<file path="src/rtl/core/length_prefixed_command_deframer_assert.svh">
// ----------------------------------------------------------------------------
// Deframer assertion macros
// Concurrent assertion wrappers; they compile away when SYNTHESIS is defined.
// ----------------------------------------------------------------------------
`ifndef LENGTH_PREFIXED_COMMAND_DEFRAMER_ASSERT_SVH
`define LENGTH_PREFIXED_COMMAND_DEFRAMER_ASSERT_SVH

`ifndef SYNTHESIS

// same-cycle implication
`define LPCD_ASSERT_IMP(lbl, clk, rst, ante, cons) \
   lbl: assert property (@(posedge clk) disable iff (rst) (ante) |-> (cons)) \
      else $error("lpcd: same-cycle check failed");

// next-cycle implication
`define LPCD_ASSERT_NXT(lbl, clk, rst, ante, cons) \
   lbl: assert property (@(posedge clk) disable iff (rst) (ante) |=> (cons)) \
      else $error("lpcd: next-cycle check failed");

`else

`define LPCD_ASSERT_IMP(lbl, clk, rst, ante, cons)
`define LPCD_ASSERT_NXT(lbl, clk, rst, ante, cons)

`endif

`endif

</file>
<file path="src/rtl/core/lpcd_pkg.sv">
// ----------------------------------------------------------------------------
// lpcd_pkg
// Shared types, field widths and codes of the command frame deframer.
// ----------------------------------------------------------------------------
package lpcd_pkg;

   // frame layout
   localparam int HEADER_BYTES = 20;
   localparam int INDEX_W      = 5;
   localparam logic [INDEX_W-1:0] LAST_HEADER_INDEX = INDEX_W'(HEADER_BYTES - 1);
   localparam logic [INDEX_W-1:0] LAST_LENGTH_INDEX = INDEX_W'(3);
   localparam logic [INDEX_W-1:0] HDR_VERSION_OFS   = INDEX_W'(4);
   localparam logic [INDEX_W-1:0] HDR_TYPE_OFS      = INDEX_W'(6);
   localparam logic [INDEX_W-1:0] HDR_PLEN_OFS      = INDEX_W'(8);
   localparam logic [INDEX_W-1:0] HDR_RID_OFS       = INDEX_W'(12);

   // field widths
   localparam int BYTE_W  = 8;
   localparam int MAGIC_W = 32;
   localparam int VER_W   = 16;
   localparam int TYPE_W  = 16;
   localparam int PLEN_W  = 32;
   localparam int LEN_W   = 24;
   localparam int RID_W   = 64;

   // configuration port
   localparam int CSR_ADDR_W  = 4;
   localparam int CSR_DATA_W  = 32;
   localparam int CSR_INDEX_W = 2;
   localparam logic [CSR_INDEX_W-1:0] CSR_MAGIC_WORD       = 2'd0;
   localparam logic [CSR_INDEX_W-1:0] CSR_EXPECTED_VERSION = 2'd1;
   localparam logic [CSR_INDEX_W-1:0] CSR_MAX_PAYLOAD      = 2'd2;
   localparam logic [LEN_W-1:0]       MAX_PAYLOAD_RESET    = 24'd65536;

   typedef enum logic [1:0] {
      PH_LENGTH  = 2'd0,
      PH_HEADER  = 2'd1,
      PH_PAYLOAD = 2'd2
   } phase_type;

   typedef enum logic [2:0] {
      ST_OK          = 3'd0,
      ST_BAD_LENGTH  = 3'd1,
      ST_BAD_MAGIC   = 3'd2,
      ST_BAD_VERSION = 3'd3,
      ST_MISMATCH    = 3'd4
   } status_type;

   typedef struct packed {
      logic [BYTE_W-1:0] payload_byte;
      logic              byte_valid;
      logic              frame_end;
      status_type        status;
      logic [TYPE_W-1:0] command_type;
      logic [VER_W-1:0]  header_version;
      logic [LEN_W-1:0]  payload_length;
      logic [RID_W-1:0]  request_tag;
   } rsp_type;

endpackage

</file>
<file path="src/rtl/core/lpcd_req_if.sv">
// ----------------------------------------------------------------------------
// lpcd_req_if
// Byte stream channel into the deframer: one stream byte or a restart a beat.
// ----------------------------------------------------------------------------
interface lpcd_req_if import lpcd_pkg::*; ();

   logic              valid;
   logic              ready;
   logic [BYTE_W-1:0] data_byte;
   logic              restart;

   modport source (output valid, output data_byte, output restart, input ready);
   modport sink   (input valid, input data_byte, input restart, output ready);

endinterface

</file>
<file path="src/rtl/core/lpcd_rsp_if.sv">
// ----------------------------------------------------------------------------
// lpcd_rsp_if
// Result channel of the deframer: payload bytes and end-of-frame verdicts.
// ----------------------------------------------------------------------------
interface lpcd_rsp_if import lpcd_pkg::*; ();

   logic              valid;
   logic              ready;
   logic [BYTE_W-1:0] payload_byte;
   logic              byte_valid;
   logic              frame_end;
   logic [2:0]        status;
   logic [TYPE_W-1:0] command_type;
   logic [VER_W-1:0]  header_version;
   logic [LEN_W-1:0]  payload_length;
   logic [RID_W-1:0]  request_tag;

   modport source (
      output valid, output payload_byte, output byte_valid, output frame_end,
      output status, output command_type, output header_version,
      output payload_length, output request_tag, input ready
   );
   modport sink (
      input valid, input payload_byte, input byte_valid, input frame_end,
      input status, input command_type, input header_version,
      input payload_length, input request_tag, output ready
   );

endinterface

</file>
<file path="src/rtl/core/length_prefixed_command_deframer.sv">
// ----------------------------------------------------------------------------
// length_prefixed_command_deframer: an accepted beat's result goes straight
// into the output register; throughput is one beat per cycle while the output
// register is free or drains, set by the single frame-state update in between.
// Synchronous active-high reset: length phase, no result pending, registers
// magic_word 0, expected_version 0, max_payload 65536.
// ----------------------------------------------------------------------------
`include "length_prefixed_command_deframer_assert.svh"

module length_prefixed_command_deframer import lpcd_pkg::*; (
   input  logic                  clock,
   input  logic                  reset,
   lpcd_req_if.sink              req_if,
   lpcd_rsp_if.source            rsp_if,
   input  logic                  psel,
   input  logic                  penable,
   input  logic                  pwrite,
   input  logic [CSR_ADDR_W-1:0] paddr,
   input  logic [CSR_DATA_W-1:0] pwdata,
   output logic [CSR_DATA_W-1:0] prdata,
   output logic                  pready
);

   // configuration registers
   logic [MAGIC_W-1:0] magic_word_ff;
   logic [VER_W-1:0]   expected_version_ff;
   logic [LEN_W-1:0]   max_payload_ff;

   // frame state
   phase_type          phase_ff, phase_in;
   logic [INDEX_W-1:0] byte_index_ff, byte_index_in;
   logic [LEN_W-1:0]   body_length_ff, body_length_in;
   logic [LEN_W-1:0]   payload_expect_ff, payload_expect_in;
   logic [LEN_W-1:0]   payload_remaining_ff, payload_remaining_in;
   logic [MAGIC_W-1:0] got_magic_ff, got_magic_in;
   logic [VER_W-1:0]   got_version_ff, got_version_in;
   logic [TYPE_W-1:0]  got_type_ff, got_type_in;
   logic [PLEN_W-1:0]  got_payload_length_ff, got_payload_length_in;
   logic [RID_W-1:0]   got_request_tag_ff, got_request_tag_in;

   // output register
   rsp_type rsp_ff, rsp_in;
   logic    rsp_valid_ff, rsp_valid_in;

   logic                  req_accept;
   logic                  csr_write;
   logic [CSR_INDEX_W-1:0] csr_index;
   logic [BYTE_W-1:0]     b;
   logic [2:0]            rid_lane;
   logic [MAGIC_W-1:0]    body_full;
   logic [LEN_W:0]        length_limit;
   logic                  length_bad;
   logic [LEN_W-1:0]      body_expect;
   status_type            hdr_status;
   rsp_type               result;
   logic                  result_valid;

   // take a beat whenever the output register is free or drains this cycle
   assign req_if.ready = !rsp_valid_ff || rsp_if.ready;
   assign req_accept   = req_if.valid && req_if.ready;
   assign b            = req_if.data_byte;

   // ------------------------------------------------------------------
   // configuration port
   // ------------------------------------------------------------------
   assign pready    = 1'b1;
   assign csr_write = psel && penable && pwrite;
   assign csr_index = paddr[CSR_ADDR_W-1:2];

   always_ff @(posedge clock) begin
      if (reset) begin
         magic_word_ff       <= '0;
         expected_version_ff <= '0;
         max_payload_ff      <= MAX_PAYLOAD_RESET;
      end else if (csr_write) begin
         case (csr_index)
            CSR_MAGIC_WORD:       magic_word_ff       <= pwdata;
            CSR_EXPECTED_VERSION: expected_version_ff <= pwdata[VER_W-1:0];
            CSR_MAX_PAYLOAD:      max_payload_ff      <= pwdata[LEN_W-1:0];
            default:              ;
         endcase
      end
   end

   // read back, zero-extended
   always_comb begin
      case (csr_index)
         CSR_MAGIC_WORD:       prdata = magic_word_ff;
         CSR_EXPECTED_VERSION: prdata = CSR_DATA_W'(expected_version_ff);
         CSR_MAX_PAYLOAD:      prdata = CSR_DATA_W'(max_payload_ff);
         default:              prdata = '0;
      endcase
   end

   // ------------------------------------------------------------------
   // checks on the completed length and header
   // ------------------------------------------------------------------
   assign body_full    = {b, body_length_ff};
   assign length_limit = {1'b0, max_payload_ff} + (LEN_W+1)'(HEADER_BYTES);
   assign length_bad   = (body_full < MAGIC_W'(HEADER_BYTES))
                      || (body_full > MAGIC_W'(length_limit));
   assign body_expect  = body_full[LEN_W-1:0] - LEN_W'(HEADER_BYTES);
   assign rid_lane     = 3'(byte_index_ff - HDR_RID_OFS);

   always_comb begin
      if (got_magic_ff != magic_word_ff) begin
         hdr_status = ST_BAD_MAGIC;
      end else if (got_version_ff != expected_version_ff) begin
         hdr_status = ST_BAD_VERSION;
      end else if (got_payload_length_ff != PLEN_W'(payload_expect_ff)) begin
         hdr_status = ST_MISMATCH;
      end else begin
         hdr_status = ST_OK;
      end
   end

   // ------------------------------------------------------------------
   // frame state update for one beat
   // ------------------------------------------------------------------
   always_comb begin
      phase_in              = phase_ff;
      byte_index_in         = byte_index_ff;
      body_length_in        = body_length_ff;
      payload_expect_in     = payload_expect_ff;
      payload_remaining_in  = payload_remaining_ff;
      got_magic_in          = got_magic_ff;
      got_version_in        = got_version_ff;
      got_type_in           = got_type_ff;
      got_payload_length_in = got_payload_length_ff;
      got_request_tag_in    = got_request_tag_ff;
      result                = '0;
      result_valid          = 1'b0;

      if (req_accept) begin
         if (req_if.restart) begin
            // drop the frame in progress
            phase_in             = PH_LENGTH;
            byte_index_in        = '0;
            payload_remaining_in = '0;
         end else begin
            case (phase_ff)
               PH_LENGTH: begin
                  case (byte_index_ff[1:0])
                     2'd0:    body_length_in[7:0]   = b;
                     2'd1:    body_length_in[15:8]  = b;
                     2'd2:    body_length_in[23:16] = b;
                     default: ;
                  endcase
                  if (byte_index_ff != LAST_LENGTH_INDEX) begin
                     byte_index_in = byte_index_ff + 1'b1;
                  end else if (length_bad) begin
                     // report and resync, header fields stay zero
                     byte_index_in       = '0;
                     result_valid        = 1'b1;
                     result.frame_end    = 1'b1;
                     result.status       = ST_BAD_LENGTH;
                  end else begin
                     byte_index_in     = '0;
                     payload_expect_in = body_expect;
                     phase_in          = PH_HEADER;
                  end
               end

               PH_HEADER: begin
                  // capture the little-endian header fields
                  case (byte_index_ff) inside
                     [0:3]:   got_magic_in[8*byte_index_ff[1:0] +: 8] = b;
                     [4:5]:   got_version_in[8*byte_index_ff[0] +: 8] = b;
                     [6:7]:   got_type_in[8*byte_index_ff[0] +: 8]    = b;
                     [8:11]:  got_payload_length_in[8*byte_index_ff[1:0] +: 8] = b;
                     [12:19]: got_request_tag_in[8*rid_lane +: 8] = b;
                     default: ;
                  endcase
                  if (byte_index_ff != LAST_HEADER_INDEX) begin
                     byte_index_in = byte_index_ff + 1'b1;
                  end else begin
                     byte_index_in = '0;
                     if (hdr_status != ST_OK || payload_expect_ff == '0) begin
                        // verdict now: error or empty payload
                        phase_in              = PH_LENGTH;
                        result_valid          = 1'b1;
                        result.frame_end      = 1'b1;
                        result.status         = hdr_status;
                        result.command_type   = got_type_ff;
                        result.header_version = got_version_ff;
                        result.payload_length = got_payload_length_ff[LEN_W-1:0];
                        result.request_tag    = got_request_tag_in;
                     end else begin
                        phase_in             = PH_PAYLOAD;
                        payload_remaining_in = payload_expect_ff;
                     end
                  end
               end

               PH_PAYLOAD: begin
                  // pass the byte on, close the frame on the last one
                  payload_remaining_in = payload_remaining_ff - 1'b1;
                  result_valid         = 1'b1;
                  result.payload_byte  = b;
                  result.byte_valid    = 1'b1;
                  if (payload_remaining_in == '0) begin
                     phase_in              = PH_LENGTH;
                     byte_index_in         = '0;
                     result.frame_end      = 1'b1;
                     result.status         = ST_OK;
                     result.command_type   = got_type_ff;
                     result.header_version = got_version_ff;
                     result.payload_length = got_payload_length_ff[LEN_W-1:0];
                     result.request_tag    = got_request_tag_ff;
                  end
               end

               default: begin
                  phase_in             = PH_LENGTH;
                  byte_index_in        = '0;
                  payload_remaining_in = '0;
               end
            endcase
         end
      end
   end

   always_ff @(posedge clock) begin
      if (reset) begin
         phase_ff             <= PH_LENGTH;
         byte_index_ff        <= '0;
         payload_remaining_ff <= '0;
      end else begin
         phase_ff             <= phase_in;
         byte_index_ff        <= byte_index_in;
         payload_remaining_ff <= payload_remaining_in;
      end
   end

   // every field byte is rewritten before it is read, so no clear needed
   always_ff @(posedge clock) begin
      body_length_ff        <= body_length_in;
      payload_expect_ff     <= payload_expect_in;
      got_magic_ff          <= got_magic_in;
      got_version_ff        <= got_version_in;
      got_type_ff           <= got_type_in;
      got_payload_length_ff <= got_payload_length_in;
      got_request_tag_ff    <= got_request_tag_in;
   end

   // ------------------------------------------------------------------
   // output register: hold while stalled, load a new result
   // ------------------------------------------------------------------
   assign rsp_valid_in = (rsp_valid_ff && !rsp_if.ready) || result_valid;
   assign rsp_in       = result_valid ? result : rsp_ff;

   always_ff @(posedge clock) begin
      if (reset) begin
         rsp_valid_ff <= 1'b0;
      end else begin
         rsp_valid_ff <= rsp_valid_in;
      end
   end

   always_ff @(posedge clock) begin
      rsp_ff <= rsp_in;
   end

   assign rsp_if.valid          = rsp_valid_ff;
   assign rsp_if.payload_byte   = rsp_ff.payload_byte;
   assign rsp_if.byte_valid     = rsp_ff.byte_valid;
   assign rsp_if.frame_end      = rsp_ff.frame_end;
   assign rsp_if.status         = rsp_ff.status;
   assign rsp_if.command_type   = rsp_ff.command_type;
   assign rsp_if.header_version = rsp_ff.header_version;
   assign rsp_if.payload_length = rsp_ff.payload_length;
   assign rsp_if.request_tag    = rsp_ff.request_tag;

   // ------------------------------------------------------------------
   // assertions
   // ------------------------------------------------------------------
   `LPCD_ASSERT_IMP(a_payload_has_bytes_left, clock, reset, phase_ff == PH_PAYLOAD, payload_remaining_ff != '0)
   `LPCD_ASSERT_IMP(a_header_index_in_range, clock, reset, phase_ff == PH_HEADER, byte_index_ff <= LAST_HEADER_INDEX)
   `LPCD_ASSERT_IMP(a_bad_length_no_fields, clock, reset, rsp_valid_ff && rsp_ff.status == ST_BAD_LENGTH, !rsp_ff.byte_valid && rsp_ff.request_tag == '0 && rsp_ff.payload_length == '0)
   `LPCD_ASSERT_NXT(a_payload_beat_gives_result, clock, reset, req_accept && !req_if.restart && phase_ff == PH_PAYLOAD, rsp_valid_ff && rsp_ff.byte_valid)
   `LPCD_ASSERT_NXT(a_restart_clears_frame, clock, reset, req_accept && req_if.restart, phase_ff == PH_LENGTH && byte_index_ff == '0)

endmodule

</file>
<file path="src/flat_wrapper.sv">
// flat-port wrapper written by rule: the top's interface ports become plain ports
module length_prefixed_command_deframer_flat import lpcd_pkg::*;
  (clock, reset, psel, penable, pwrite, paddr, pwdata, prdata, pready, req_if_valid, req_if_data_byte, req_if_restart, req_if_ready, rsp_if_valid, rsp_if_payload_byte, rsp_if_byte_valid, rsp_if_frame_end, rsp_if_status, rsp_if_command_type, rsp_if_header_version, rsp_if_payload_length, rsp_if_request_tag, rsp_if_ready);
  lpcd_req_if req_if_i ();
  lpcd_rsp_if rsp_if_i ();
  input  logic clock;
  input  logic reset;
  input  logic psel;
  input  logic penable;
  input  logic pwrite;
  input  logic [CSR_ADDR_W-1:0] paddr;
  input  logic [CSR_DATA_W-1:0] pwdata;
  output logic [CSR_DATA_W-1:0] prdata;
  output logic pready;
  input wire logic [$bits(req_if_i.valid)-1:0] req_if_valid;
  input wire logic [$bits(req_if_i.data_byte)-1:0] req_if_data_byte;
  input wire logic [$bits(req_if_i.restart)-1:0] req_if_restart;
  output wire logic [$bits(req_if_i.ready)-1:0] req_if_ready;
  output wire logic [$bits(rsp_if_i.valid)-1:0] rsp_if_valid;
  output wire logic [$bits(rsp_if_i.payload_byte)-1:0] rsp_if_payload_byte;
  output wire logic [$bits(rsp_if_i.byte_valid)-1:0] rsp_if_byte_valid;
  output wire logic [$bits(rsp_if_i.frame_end)-1:0] rsp_if_frame_end;
  output wire logic [$bits(rsp_if_i.status)-1:0] rsp_if_status;
  output wire logic [$bits(rsp_if_i.command_type)-1:0] rsp_if_command_type;
  output wire logic [$bits(rsp_if_i.header_version)-1:0] rsp_if_header_version;
  output wire logic [$bits(rsp_if_i.payload_length)-1:0] rsp_if_payload_length;
  output wire logic [$bits(rsp_if_i.request_tag)-1:0] rsp_if_request_tag;
  input wire logic [$bits(rsp_if_i.ready)-1:0] rsp_if_ready;
  assign req_if_i.valid = req_if_valid;
  assign req_if_i.data_byte = req_if_data_byte;
  assign req_if_i.restart = req_if_restart;
  assign req_if_ready = req_if_i.ready;
  assign rsp_if_valid = rsp_if_i.valid;
  assign rsp_if_payload_byte = rsp_if_i.payload_byte;
  assign rsp_if_byte_valid = rsp_if_i.byte_valid;
  assign rsp_if_frame_end = rsp_if_i.frame_end;
  assign rsp_if_status = rsp_if_i.status;
  assign rsp_if_command_type = rsp_if_i.command_type;
  assign rsp_if_header_version = rsp_if_i.header_version;
  assign rsp_if_payload_length = rsp_if_i.payload_length;
  assign rsp_if_request_tag = rsp_if_i.request_tag;
  assign rsp_if_i.ready = rsp_if_ready;
  length_prefixed_command_deframer u_core (.clock(clock), .reset(reset), .req_if(req_if_i), .rsp_if(rsp_if_i), .psel(psel), .penable(penable), .pwrite(pwrite), .paddr(paddr), .pwdata(pwdata), .prdata(prdata), .pready(pready));
endmodule
</file>
<file path="config.mk">
export PLATFORM = sky130hd
export DESIGN_NAME = length_prefixed_command_deframer_flat
export DESIGN_NICKNAME = d
export VERILOG_FILES = /design/src/rtl/core/lpcd_pkg.sv /design/src/rtl/core/lpcd_req_if.sv /design/src/rtl/core/lpcd_rsp_if.sv /design/src/rtl/core/length_prefixed_command_deframer.sv /design/src/flat_wrapper.sv
export VERILOG_INCLUDE_DIRS = /design/src /design/src/rtl/core
export SDC_FILE = /design/constraint.sdc
export NUM_CORES = 1
export LEC_CHECK = 0
export BUFFER_PORTS_ARGS = -buffer_cell sky130_fd_sc_hd__clkbuf_2
export CAP_MARGIN = 10
export CORE_AREA = 2 2 192 194
export DETAILED_ROUTE_END_ITERATION = 12
export DIE_AREA = 0 0 194 196
export GPL_ROUTABILITY_DRIVEN = 0
export MAX_ROUTING_LAYER = met4
export PLACE_DENSITY = 0.84
export SETUP_SLACK_MARGIN = 0.02
export SKIP_CTS_REPAIR_TIMING = 1
export SLEW_MARGIN = 20
export SYNTH_ARGS = -nofsm -noshare
export SYNTH_HDL_FRONTEND = slang
export SYNTH_SLANG_ARGS = --single-unit
export TNS_END_PERCENT = 30
</file>
<file path="constraint.sdc">
create_clock -name clock -period 22.3 [get_ports clock]
set_input_delay 0 -clock clock [delete_from_list [all_inputs] [get_ports clock]]
set_output_delay 0 -clock clock [all_outputs]
set_load 0.01 [all_outputs]
</file>
==> summary.md, run 1 <==
| Metric | Value |
|---|---|
| Worst slack at placement | `16.84 ns` |
| Initial standard-cell utilization of the core | `0.571` |
| Terminating pin of the worst hold path | `u_core.rsp_if.valid` |
| Number of antenna violations at the first check in global routing | `2` |
| Non-filler instance count after layout | `2539` |
| Setup slack of the critical path after layout | `16.71 ns` |
| GRT Resource Usage Total | `0.297` |
| Residual overflow from global routing | `0` |
| Sum of internal, switching and leakage power | `1.77 mW` |
| Num CTS Buffers | `46` |
| Critical register-to-register path endpoint | `u_core.rsp_if.command_type[12]` |
| Vias in the first global route | `14500` |
| Count of endpoints failing setup in the final report | `0` |
| Mapped Nets | `1900` |
| Synthesized cell area | `0.0206 mm2` |
| Endpoint class of the critical path | `flop` |
| Most area-consuming cells after synthesis | `sky130_fd_sc_hd__edfxtp_1 (50%), sky130_fd_sc_hd__dfxtp_1 (10%), sky130_fd_sc_hd__nand2_1 (4.9%)` |
| Switching power | `0.379 mW` |
| Slack of the worst reg-to-reg path | `16.71 ns` |
| Most numerous cell in the Yosys netlist | `sky130_fd_sc_hd__edfxtp_1` |
| Peak ir drop on the vdd network | `63.1 uV` |
| Yosys warning total | `0` |
| Fmax | `179 MHz` |
| RSZ-0062 raised after global routing | `no` |
| Most common flop cell mapped by yosys | `sky130_fd_sc_hd__edfxtp_1` |
| Average cell area after synthesis | `11.4 um2` |
| Arr. time, crit path | `5.76 ns` |
| Seq cells post-synth | `445` |
| Drt initial violations | `2266` |
| Largest net degree at the start of global routing | `90` |
| Normalized max-slew margin | `0.267` |
| Later-pin clock latency in the skew report | `0.56 ns` |
| HPWL after detailed placement | `38.5 mm` |
| Clock-pin slew on the worst setup and hold paths | `0.06 ns` |
| Total of max-cap violations | `0` |
| Path category of the worst min-delay check | `input port to flop` |
| Routed via count | `15800` |
| TritonCTS clock tree | `yes` |
| Total routed wirelength | `57.1 mm` |
| Number of standard cells after synthesis | `1806` |
| Kind of launch point of the worst setup path | `flop` |
| CTS sink count | `445` |
| Pwr/cell area | `73.3 mW/mm2` |
| Result of the run | `complete, no violations` |
| Slew at the pin closest to its max-slew limit | `1.10 ns` |
| # H-tree levels | `2` |
| Die extent in x | `194 um` |
| Synth-to-Final Area Change | `17.0%` |
| Fill count | `2521` |
| Port-buffer cells | `216` |
| Reg2Reg Depth | `17` |
| Leading area contributor after synthesis | `sky130_fd_sc_hd__edfxtp_1` |
| Num rows | `70` |
| Number of vias per cell | `6.23` |
| Pins over their slew limit | `0` |
| TritonRoute pass-1 iters | `8` |
| Share of cells above drive strength 1 | `0.191` |
| Vertical die dimension | `196 um` |
| Worst Clk Skew | `0.0163 ns` |
| Core outline area | `0.0361 mm2` |
| Post-synth top area share | `0.497` |
| Leakage Power | `8.87 nW` |
| Buffer depth of the longest clock path | `3` |
| Reg-to-reg startpoint | `u_core.max_payload_ff[8]` |
| Setup TNS | `0 ns` |
| Share of total power consumed by net switching | `0.214` |
| Largest fanout of any net on the critical path | `82` |
| Async SR Flop Fraction | `0` |
| Internal power | `1.39 mW` |
| Number of synthesized flops with an enable pin | `341` |
| Part of the total power dissipated in sequential elements | `0.505` |
| Minimum clock period | `5.59 ns` |
| Critical setup path kind | `flop to flop` |
| Die area | `0.0380 mm2` |
| Nets | `2127` |
| Post-layout utilization of the core | `0.668` |
| Crit share post-route | `0.251` |
| Ranking of synthesized cells by instance count | `sky130_fd_sc_hd__edfxtp_1 (341), sky130_fd_sc_hd__nand2_1 (271), sky130_fd_sc_hd__nor2_1 (149)` |
| Clock tree root driver cell | `sky130_fd_sc_hd__clkbuf_16` |
| Start point of the worst min-delay path | `rsp_if_ready` |
| Number of hold-slack violations in the final timing report | `0` |
| Drt wl/cell | `22.5 um` |
| Total I/O pin count | `220` |
| Post-synthesis sequential area ratio | `0.598` |
| Hold path cells | `3` |
| Number of nets with antenna violations after detailed routing | `0` |
| Global-route wire length before repair | `84.4 mm` |
| Post-synthesis cell type count | `67` |
| DP Cell Count | `2410` |
| Share of power burned in combinational logic | `0.033` |
| Clock share of power | `0.463` |
| # DRC | `0` |
| Data required time at the worst endpoint | `22.47 ns` |
[through the flow]
step	hold WS, ns	instance area [um2]
floorplan	0.0989	20600
global placement	0.228	22000
detailed placement	0.236	22000
CTS	-0.343	23700
global route	0.0344	24100
finish	0.0392	24100
[cells in the final DEF, fill, tap and decap left out, types with 41 or more instances in the layout]
cell type / Yosys / routed
sky130_fd_sc_hd__edfxtp_1: 341 / 341
sky130_fd_sc_hd__nand2_1: 271 / 271
sky130_fd_sc_hd__clkbuf_2: 0 / 216
sky130_fd_sc_hd__nor2_1: 149 / 149
sky130_fd_sc_hd__dfxtp_1: 104 / 104
sky130_fd_sc_hd__xor2_1: 98 / 98
sky130_fd_sc_hd__and2_1: 95 / 95
sky130_fd_sc_hd__a21oi_1: 89 / 89
sky130_fd_sc_hd__mux2_2: 66 / 66
sky130_fd_sc_hd__a22oi_1: 53 / 53
sky130_fd_sc_hd__clkbuf_16: 0 / 47
sky130_fd_sc_hd__o21ai_0: 46 / 46
sky130_fd_sc_hd__mux2i_1: 44 / 44
sky130_fd_sc_hd__nor4_1: 44 / 43
sky130_fd_sc_hd__ha_1: 42 / 42
sky130_fd_sc_hd__dlygate4sd3_1: 0 / 41
[flip-flops by register name, indices dropped and copies added, names as in the netlist, 8 cells and up]
register                      cells
u_core.body_length_ff            24
u_core.expected_version_ff       16
u_core.got_magic_ff              32
u_core.got_payload_length_ff     32
u_core.got_request_tag_ff        64
u_core.got_type_ff               16
u_core.got_version_ff            16
u_core.magic_word_ff             32
u_core.max_payload_ff            24
u_core.payload_expect_ff         24
u_core.payload_remaining_ff      24
u_core.rsp_if.command_type       16
u_core.rsp_if.header_version     16
u_core.rsp_if.payload_byte        8
u_core.rsp_if.payload_length     24
u_core.rsp_if.request_tag        64
[worst max-delay path, stage by stage (launching register included)]
cell and delay (ns):
sky130_fd_sc_hd__dfxtp_1 0.48, sky130_fd_sc_hd__and3_1 0.25, sky130_fd_sc_hd__nand3_1 0.10, sky130_fd_sc_hd__nor3_1 0.58
sky130_fd_sc_hd__nand2_1 0.11, sky130_fd_sc_hd__nor2_1 0.21, sky130_fd_sc_hd__nand3_1 0.12, sky130_fd_sc_hd__xor2_1 0.16
sky130_fd_sc_hd__ha_1 0.27, sky130_fd_sc_hd__and3_1 0.18, sky130_fd_sc_hd__and3_1 0.16, sky130_fd_sc_hd__a2111oi_0 0.09
sky130_fd_sc_hd__o22ai_1 0.29, sky130_fd_sc_hd__a21o_1 0.28, sky130_fd_sc_hd__nand2_1 0.17, sky130_fd_sc_hd__a31oi_4 0.21
sky130_fd_sc_hd__buf_4 0.54, sky130_fd_sc_hd__buf_4 0.91
[kinds of logic (layout without fill, tap and decap cells)]
group,Yosys count,count (layout),synth area share
flops,445,445,0.598
other cells,1,2,0.000182
simple gates,710,710,0.165
mux,110,110,0.0575
buf+inv,128,392,0.0246
xor+xnor,130,130,0.0553
compound gates,240,240,0.0738
fa+ha+maj,42,42,0.0255
[final cells by class]
| type | count | area, um2 | area share |
|---|---|---|---|
| Antenna cell | 1 | 2.50 | 0.000104 |
| Clock buffer | 55 | 1240 | 0.0513 |
| Clock inverter | 30 | 380 | 0.0158 |
| Inverter | 36 | 135 | 0.00560 |
| Multi-Input combinational cell | 1233 | 7830 | 0.325 |
| Sequential cell | 445 | 12300 | 0.511 |
| Tap cell | 468 | 586 | 0.0243 |
| Timing Repair Buffer | 271 | 1620 | 0.0672 |
[worst max-delay path by stage]
stage	cells after the start	to	from	slack, ns
2_1_floorplan	13	u_core.rsp_if.byte_valid	u_core.max_payload_ff[7]	11.64
3_3_place_gp	17	u_core.rsp_if.header_version[6]	u_core.max_payload_ff[7]	16.96
3_5_place_dp	17	u_core.rsp_if.header_version[11]	u_core.max_payload_ff[7]	16.84
4_1_cts	17	u_core.rsp_if.header_version[13]	u_core.max_payload_ff[8]	16.83
5_1_grt	17	u_core.rsp_if.header_version[13]	u_core.max_payload_ff[8]	16.34
6_report	17	u_core.rsp_if.command_type[12]	u_core.max_payload_ff[8]	16.71
[layer usage]
metal  track usage  part of all wire
met1         0.392              0.38
met2         0.451              0.45
met3        0.0547              0.11
met4         0.138             0.058
met5             -                 0
[power by group through the flow]
stage / logic [mW] / clock network, mW / registers [mW]
after detailed placement: 0.0494 / 0 / 0.909
after global routing: 0.0618 / 0.853 / 0.892
final: 0.0583 / 0.818 / 0.892
after global placement: 0.0480 / 0 / 0.909
after CTS: 0.0505 / 0.820 / 0.892
after floorplan: 0.0292 / 0 / 0.907
(Power assumes the default switching activity.)
==> run 2: changes to the inputs <==
CORE_AREA = 2 2 201 203   (was 2 2 192 194)
DIE_AREA = 0 0 203 205   (was 0 0 194 196)
PLACE_DENSITY = 0.81   (was 0.84)
clock period = 4.6 ns   (was 22.3 ns; I/O delays follow)
==> run 2 against run 1 <==
  * Maximum frequency up 30%
  * Clock skew rose by 0.0082 ns
  * Wire length grew 0.99%
  * Non-clock buffer count is 10 higher
  * Clock power rose to 4.5 times the previous value
  * Total power rose to 4.7 times the previous value
  * Sequential share of layout area shrank 0.15 points
  * Critical path type unchanged
  * Largest power group unchanged
==> summary.md, run 2 (same netlist as run 1, synthesis figures left out) <==
| Metric | Value |
|---|---|
| CTS sink count | `445 (unchanged)` |
| Buffer depth of the longest clock path | `3 (unchanged)` |
| Routed via count | `15700 (was 15800)` |
| Worst Clk Skew | `0.0245 ns (was 0.0163 ns)` |
| Total of max-cap violations | `0 (unchanged)` |
| GRT Resource Usage Total | `0.278 (was 0.297)` |
| Clock-pin slew on the worst setup and hold paths | `0.06 ns (about the same)` |
| Number of antenna violations at the first check in global routing | `0 (was 2)` |
| HPWL after detailed placement | `40.5 mm (was 38.5 mm)` |
| Pwr/cell area | `343 mW/mm2 (was 73.3 mW/mm2)` |
| TritonRoute pass-1 iters | `6 (was 8)` |
| Vertical die dimension | `205 um (was 196 um)` |
| Normalized max-slew margin | `0.347 (was 0.267)` |
| Result of the run | `complete, no violations (unchanged)` |
| Most frequent standard cell in the layout excluding fill and tap cells | `sky130_fd_sc_hd__edfxtp_1 (unchanged)` |
| Drt initial violations | `1898 (was 2266)` |
| Largest net degree at the start of global routing | `89 (was 90)` |
| Residual overflow from global routing | `0 (unchanged)` |
| Slack of the worst reg-to-reg path | `0.31 ns (was 16.71 ns)` |
| Number of nets with antenna violations after detailed routing | `0 (unchanged)` |
| # DRC | `0 (unchanged)` |
| Fill count | `2960 (was 2521)` |
| Fmax | `233 MHz (was 179 MHz)` |
| Setup slack of the critical path after layout | `0.314 ns (was 16.71 ns)` |
| Pins over their slew limit | `0 (unchanged)` |
| Later-pin clock latency in the skew report | `0.57 ns (was 0.56 ns)` |
| Slew at the pin closest to its max-slew limit | `0.972 ns (was 1.10 ns)` |
| Arr. time, crit path | `4.54 ns (was 5.76 ns)` |
| Drt wl/cell | `22.2 um (was 22.5 um)` |
| Worst slack at placement | `0.427 ns (was 16.84 ns)` |
| Total I/O pin count | `220 (unchanged)` |
| Critical setup path kind | `flop to flop (unchanged)` |
| Die extent in x | `203 um (was 194 um)` |
| Endpoint class of the critical path | `flop (unchanged)` |
| Num CTS Buffers | `45 (was 46)` |
| RSZ-0062 raised after global routing | `no (unchanged)` |
| Num rows | `73 (was 70)` |
| Largest fanout of any net on the critical path | `37 (was 82)` |
| Area occupied by multi-input gates | `0.00788 mm2 (was 0.00783 mm2)` |
| Die area | `0.0416 mm2 (was 0.0380 mm2)` |
| Number of hold-slack violations in the final timing report | `0 (unchanged)` |
| Data required time at the worst endpoint | `4.85 ns (was 22.47 ns)` |
| Total routed wirelength | `57.7 mm (was 57.1 mm)` |
| Commonest cells after routing, fill and taps aside | `sky130_fd_sc_hd__edfxtp_1 (341), sky130_fd_sc_hd__nand2_1 (270), sky130_fd_sc_hd__clkbuf_2 (216) (was sky130_fd_sc_hd__edfxtp_1 (341), sky130_fd_sc_hd__nand2_1 (271), sky130_fd_sc_hd__clkbuf_2 (216))` |
| Core outline area | `0.0394 mm2 (was 0.0361 mm2)` |
| Clock tree root driver cell | `sky130_fd_sc_hd__clkbuf_16 (unchanged)` |
| Area taken by flip-flops and latches | `0.0123 mm2 (about the same)` |
| Nets | `2136 (was 2127)` |
| Crit share post-route | `0.932 (was 0.251)` |
| Synth-to-Final Area Change | `17.4% (was 17.0%)` |
| Post-layout utilization of the core | `0.615 (was 0.668)` |
| Initial standard-cell utilization of the core | `0.523 (was 0.571)` |
| # H-tree levels | `2 (unchanged)` |
| Antenna fix cells | `0 (was 1)` |
| Global-route wire length before repair | `85.2 mm (was 84.4 mm)` |
| Peak ir drop on the vdd network | `244 uV (was 63.1 uV)` |
| Kind of launch point of the worst setup path | `flop (unchanged)` |
| Path category of the worst min-delay check | `input port to flop (unchanged)` |
| Count of endpoints failing setup in the final report | `0 (unchanged)` |
| Share of cells above drive strength 1 | `0.196 (was 0.191)` |
| TritonCTS clock tree | `yes (unchanged)` |
| Number of vias per cell | `6.04 (was 6.23)` |
| Leakage Power | `8.89 nW (was 8.87 nW)` |
| Minimum clock period | `4.29 ns (was 5.59 ns)` |
| Vias in the first global route | `14600 (was 14500)` |
| Port-buffer cells | `216 (unchanged)` |
[run 2: critical path, cell delays in order (launching register included)]
cell and delay [ns]:
sky130_fd_sc_hd__dfxtp_2 0.38, sky130_fd_sc_hd__and3_4 0.22, sky130_fd_sc_hd__nand3_4 0.10, sky130_fd_sc_hd__nor3_2 0.25, sky130_fd_sc_hd__nand2_1 0.16, sky130_fd_sc_hd__nor2_1 0.17, sky130_fd_sc_hd__nand2_1 0.09, sky130_fd_sc_hd__xor2_1 0.16
sky130_fd_sc_hd__ha_1 0.30, sky130_fd_sc_hd__and3_4 0.19, sky130_fd_sc_hd__and3_1 0.14, sky130_fd_sc_hd__a2111oi_1 0.07, sky130_fd_sc_hd__o22ai_1 0.30, sky130_fd_sc_hd__a21o_1 0.28, sky130_fd_sc_hd__nand2_2 0.13, sky130_fd_sc_hd__a31oi_4 0.68
sky130_fd_sc_hd__buf_12 0.30
[run 2: metal layers]
metal  global-route usage  part of all wire  wire length, um
met5                    -                 0                0
met4                0.127             0.053             3060
met3               0.0480             0.099             5710
met2                0.429              0.46            26300
met1                0.362              0.39            22600
[run 2: metrics by stage]
step / total power [mW] / setup TNS (ns) / hold slack, ns / std cells / instance area, um2
floorplan: 4.54 / -84.26 / 0.0989 / 1806 / 20700
CTS: 8.29 / 0 / -0.348 / 2560 / 23800
global placement: 4.64 / 0 / 0.226 / 2479 / 22300
detailed placement: 4.65 / 0 / 0.231 / 2479 / 22300
global route: 8.49 / 0 / 0.00926 / 2601 / 24200
finish: 8.30 / 0 / 0.0130 / 2601 / 24200
[run 2: final cells by class]
type	count	area share
Clock buffer	55	0.0503
Inverter	36	0.00559
Clock inverter	26	0.0105
Tap cell	525	0.0271
Timing Repair Buffer	281	0.0712
Multi-Input combinational cell	1233	0.326
Sequential cell	445	0.510
[run 2: power by group]
part	switching, mW	leakage, nW	total [mW]	internal [mW]
Sequential	0.0218	4.09	4.32	4.30
Combinational	0.192	4.08	0.288	0.0959
Clock	1.54	0.718	3.69	2.16
Total	1.75	8.89	8.30	6.55
[run 2: final timing paths]
check,endpoint,start,depth (start not counted)
worst max-delay path,u_core.rsp_if.header_version[13],u_core.max_payload_ff[7],16
worst min-delay path,u_core.payload_remaining_ff[1],reset,5
worst max register to register,u_core.rsp_if.header_version[13],u_core.max_payload_ff[7],16
worst min register to register,u_core.magic_word_ff[8],u_core.magic_word_ff[8],2
==> run 3: changes to the inputs <==
CORE_AREA = 2 2 192 194   (was 2 2 201 203)
DIE_AREA = 0 0 194 196   (was 0 0 203 205)
PLACE_DENSITY = 0.84   (was 0.81)
clock period = 5.4 ns   (was 4.6 ns; I/O delays follow)
==> run 3 against run 2 <==
  * Via count is 1.2% higher
  * Register-to-register slack better by 0.69 ns
  * Setup slack improved by 0.69 ns
  * Worst hold slack gained 0.044 ns
  * Utilization rose by 5.1 points
  * First-iteration DRC count grew 12%
  * Combinational power is 16% lower
  * Non-clock buffer count decreased by 9
  * Sequential share of layout area increased by 0.34 points
  * Clock-buffer cell count grew 2
  * Total power decreased by 15%
  * Critical endpoint is now u_core.rsp_if.header_version[11]
  * Largest cell class unchanged
==> summary.md, run 3 (same netlist as run 1, synthesis figures left out) <==
| Metric | Value |
|---|---|
| Result of the run | `complete, no violations (unchanged)` |
| Arr. time, crit path | `4.59 ns (was 4.54 ns)` |
| Routed via count | `15900 (was 15700)` |
| Terminating pin of the worst hold path | `u_core.rsp_if.valid (was u_core.payload_remaining_ff[1])` |
| Worst Clk Skew | `0.0165 ns (was 0.0245 ns)` |
| CTS sink count | `445 (unchanged)` |
| Die area | `0.0380 mm2 (was 0.0416 mm2)` |
| Initial standard-cell utilization of the core | `0.571 (was 0.523)` |
| Clock tree root driver cell | `sky130_fd_sc_hd__clkbuf_16 (unchanged)` |
| # H-tree levels | `2 (unchanged)` |
| Crit share post-route | `0.815 (was 0.932)` |
| Die extent in x | `194 um (was 203 um)` |
| Num CTS Buffers | `44 (was 45)` |
| Path category of the worst min-delay check | `input port to flop (unchanged)` |
| Number of nets with antenna violations after detailed routing | `0 (unchanged)` |
| # DRC | `0 (unchanged)` |
| Reg-to-reg startpoint | `u_core.max_payload_ff[8] (was u_core.max_payload_ff[7])` |
| HPWL after detailed placement | `38.7 mm (was 40.5 mm)` |
| Setup slack of the critical path after layout | `1.00 ns (was 0.314 ns)` |
| Drt initial violations | `2129 (was 1898)` |
| Start point of the worst min-delay path | `rsp_if_ready (was reset)` |
| Leakage Power | `8.86 nW (was 8.89 nW)` |
| Setup TNS | `0 ns (unchanged)` |
| Fmax | `227 MHz (was 233 MHz)` |
| Number of vias per cell | `6.26 (was 6.04)` |
| Peak ir drop on the vdd network | `219 uV (was 244 uV)` |
| Kind of launch point of the worst setup path | `flop (unchanged)` |
| Num rows | `70 (was 73)` |
| Data required time at the worst endpoint | `5.59 ns (was 4.85 ns)` |
| Number of hold-slack violations in the final timing report | `0 (unchanged)` |
| Slew at the pin closest to its max-slew limit | `1.04 ns (was 0.972 ns)` |
| Most frequent standard cell in the layout excluding fill and tap cells | `sky130_fd_sc_hd__edfxtp_1 (unchanged)` |
| Vias in the first global route | `14600 (about the same)` |
| Synth-to-Final Area Change | `16.6% (was 17.4%)` |
| GRT Resource Usage Total | `0.301 (was 0.278)` |
| Residual overflow from global routing | `0 (unchanged)` |
| Nets | `2126 (was 2136)` |
| Critical register-to-register path endpoint | `u_core.rsp_if.header_version[11] (was u_core.rsp_if.header_version[13])` |
| Worst slack at placement | `1.13 ns (was 0.427 ns)` |
| Pwr/cell area | `294 mW/mm2 (was 343 mW/mm2)` |
| Count of endpoints failing setup in the final report | `0 (unchanged)` |
| Core outline area | `0.0361 mm2 (was 0.0394 mm2)` |
| Slack of the worst reg-to-reg path | `1.0 ns (was 0.31 ns)` |
| TritonRoute pass-1 iters | `6 (unchanged)` |
| Global-route wire length before repair | `85.5 mm (was 85.2 mm)` |
| Minimum clock period | `4.40 ns (was 4.29 ns)` |
| RSZ-0062 raised after global routing | `no (unchanged)` |
| Total I/O pin count | `220 (unchanged)` |
| Endpoint class of the critical path | `flop (unchanged)` |
| Normalized max-slew margin | `0.308 (was 0.347)` |
| Hold path cells | `3 (was 5)` |
| Drt wl/cell | `22.6 um (was 22.2 um)` |
| Largest fanout of any net on the critical path | `95 (was 37)` |
| Worst Hold Margin | `0.0568 ns (was 0.0130 ns)` |
| Later-pin clock latency in the skew report | `0.56 ns (was 0.57 ns)` |
| Commonest cells after routing, fill and taps aside | `sky130_fd_sc_hd__edfxtp_1 (341), sky130_fd_sc_hd__nand2_1 (271), sky130_fd_sc_hd__clkbuf_2 (216) (was sky130_fd_sc_hd__edfxtp_1 (341), sky130_fd_sc_hd__nand2_1 (270), sky130_fd_sc_hd__clkbuf_2 (216))` |
| Vertical die dimension | `196 um (was 205 um)` |
| Total routed wirelength | `57.4 mm (was 57.7 mm)` |
| Buffer depth of the longest clock path | `3 (unchanged)` |
| TritonCTS clock tree | `yes (unchanged)` |
| Critical setup path kind | `flop to flop (unchanged)` |
| Pins over their slew limit | `0 (unchanged)` |
| Clock-pin slew on the worst setup and hold paths | `0.06 ns (about the same)` |
| Port-buffer cells | `216 (unchanged)` |
| Post-place instance area | `0.0221 mm2 (was 0.0223 mm2)` |
| Share of cells above drive strength 1 | `0.187 (was 0.196)` |
| Largest net degree at the start of global routing | `96 (was 89)` |
| Total of max-cap violations | `0 (unchanged)` |
| Number of antenna violations at the first check in global routing | `1 (was 0)` |
| Reg2Reg Depth | `16 (unchanged)` |
| Post-layout utilization of the core | `0.666 (was 0.615)` |
| Post-route standard cell area excluding fillers | `0.0240 mm2 (was 0.0242 mm2)` |
## run 3: cell types whose count changed in the layout (fill, tap and decap cells not counted), sizes merged
cell	previous run	this run
diode	0	1
clkinv	17	18
clkinvlp	2	0
buf	24	15
clkbuf	271	273
bufinv	5	4
inv	38	39
## run 3: final cells by class
class / instances / area, um2
tap: 468 / 586
timing repair buffer: 272 / 1640
clock buffer: 57 / 1230
clock inverter: 25 / 245
sequential: 445 / 12300
inverter: 36 / 135
multi-input combinational: 1233 / 7850
antenna: 1 / 2.50
fill: 2539 / 12100
## run 3: worst max-delay path, stage by stage (launching register included)
cell and delay, ns:
sky130_fd_sc_hd__dfxtp_1 0.47, sky130_fd_sc_hd__and3_1 0.26, sky130_fd_sc_hd__nand3_1 0.18, sky130_fd_sc_hd__nor3_4 0.26
sky130_fd_sc_hd__nand2_1 0.09, sky130_fd_sc_hd__nor2_1 0.23, sky130_fd_sc_hd__nand3_1 0.14, sky130_fd_sc_hd__xor2_1 0.17
sky130_fd_sc_hd__ha_1 0.27, sky130_fd_sc_hd__and3_1 0.18, sky130_fd_sc_hd__and3_1 0.17, sky130_fd_sc_hd__a2111oi_0 0.09
sky130_fd_sc_hd__o22ai_1 0.26, sky130_fd_sc_hd__a21o_1 0.28, sky130_fd_sc_hd__nand2_1 0.19, sky130_fd_sc_hd__a31oi_4 0.28
sky130_fd_sc_hd__buf_12 0.44
## run 3: worst max path at each step
stage,slack [ns],to,from,cells past startpoint
final,1.0,u_core.rsp_if.header_version[11],u_core.max_payload_ff[8],16
after detailed placement,1.13,u_core.rsp_if.request_tag[11],u_core.max_payload_ff[7],14
after global placement,1.28,u_core.rsp_if.request_tag[12],u_core.max_payload_ff[7],16
after global routing,0.74,u_core.rsp_if.header_version[11],u_core.max_payload_ff[7],16
after floorplan,0.03,u_core.rsp_if.byte_valid,u_core.max_payload_ff[7],13
after CTS,1.07,u_core.rsp_if.header_version[11],u_core.max_payload_ff[7],14
## run 3: report_power, final
group          leakage [nW]  total [mW]  switching (mW)  internal (mW)
Sequential             4.09        3.68          0.0209           3.66
Clock                 0.729        3.14            1.32           1.82
Combinational          4.04       0.241           0.160         0.0804
Total                  8.86        7.06            1.50           5.56
## run 3: per-layer routing
layer  part of all wire  track usage  vias to the layer above
met5                  0            -                        -
li1                   -            -                     6925
met1               0.38        0.403                     7564
met4              0.052        0.127                        0
met2               0.46        0.455                     1148
met3               0.11       0.0529                      251
## run 3: per-stage QoR
step	total power [mW]	cells
4_1_cts	7.03	2493
3_3_place_gp	3.95	2411
6_report	7.06	2537
2_1_floorplan	3.87	1806
3_5_place_dp	3.96	2411
5_1_grt	7.21	2537
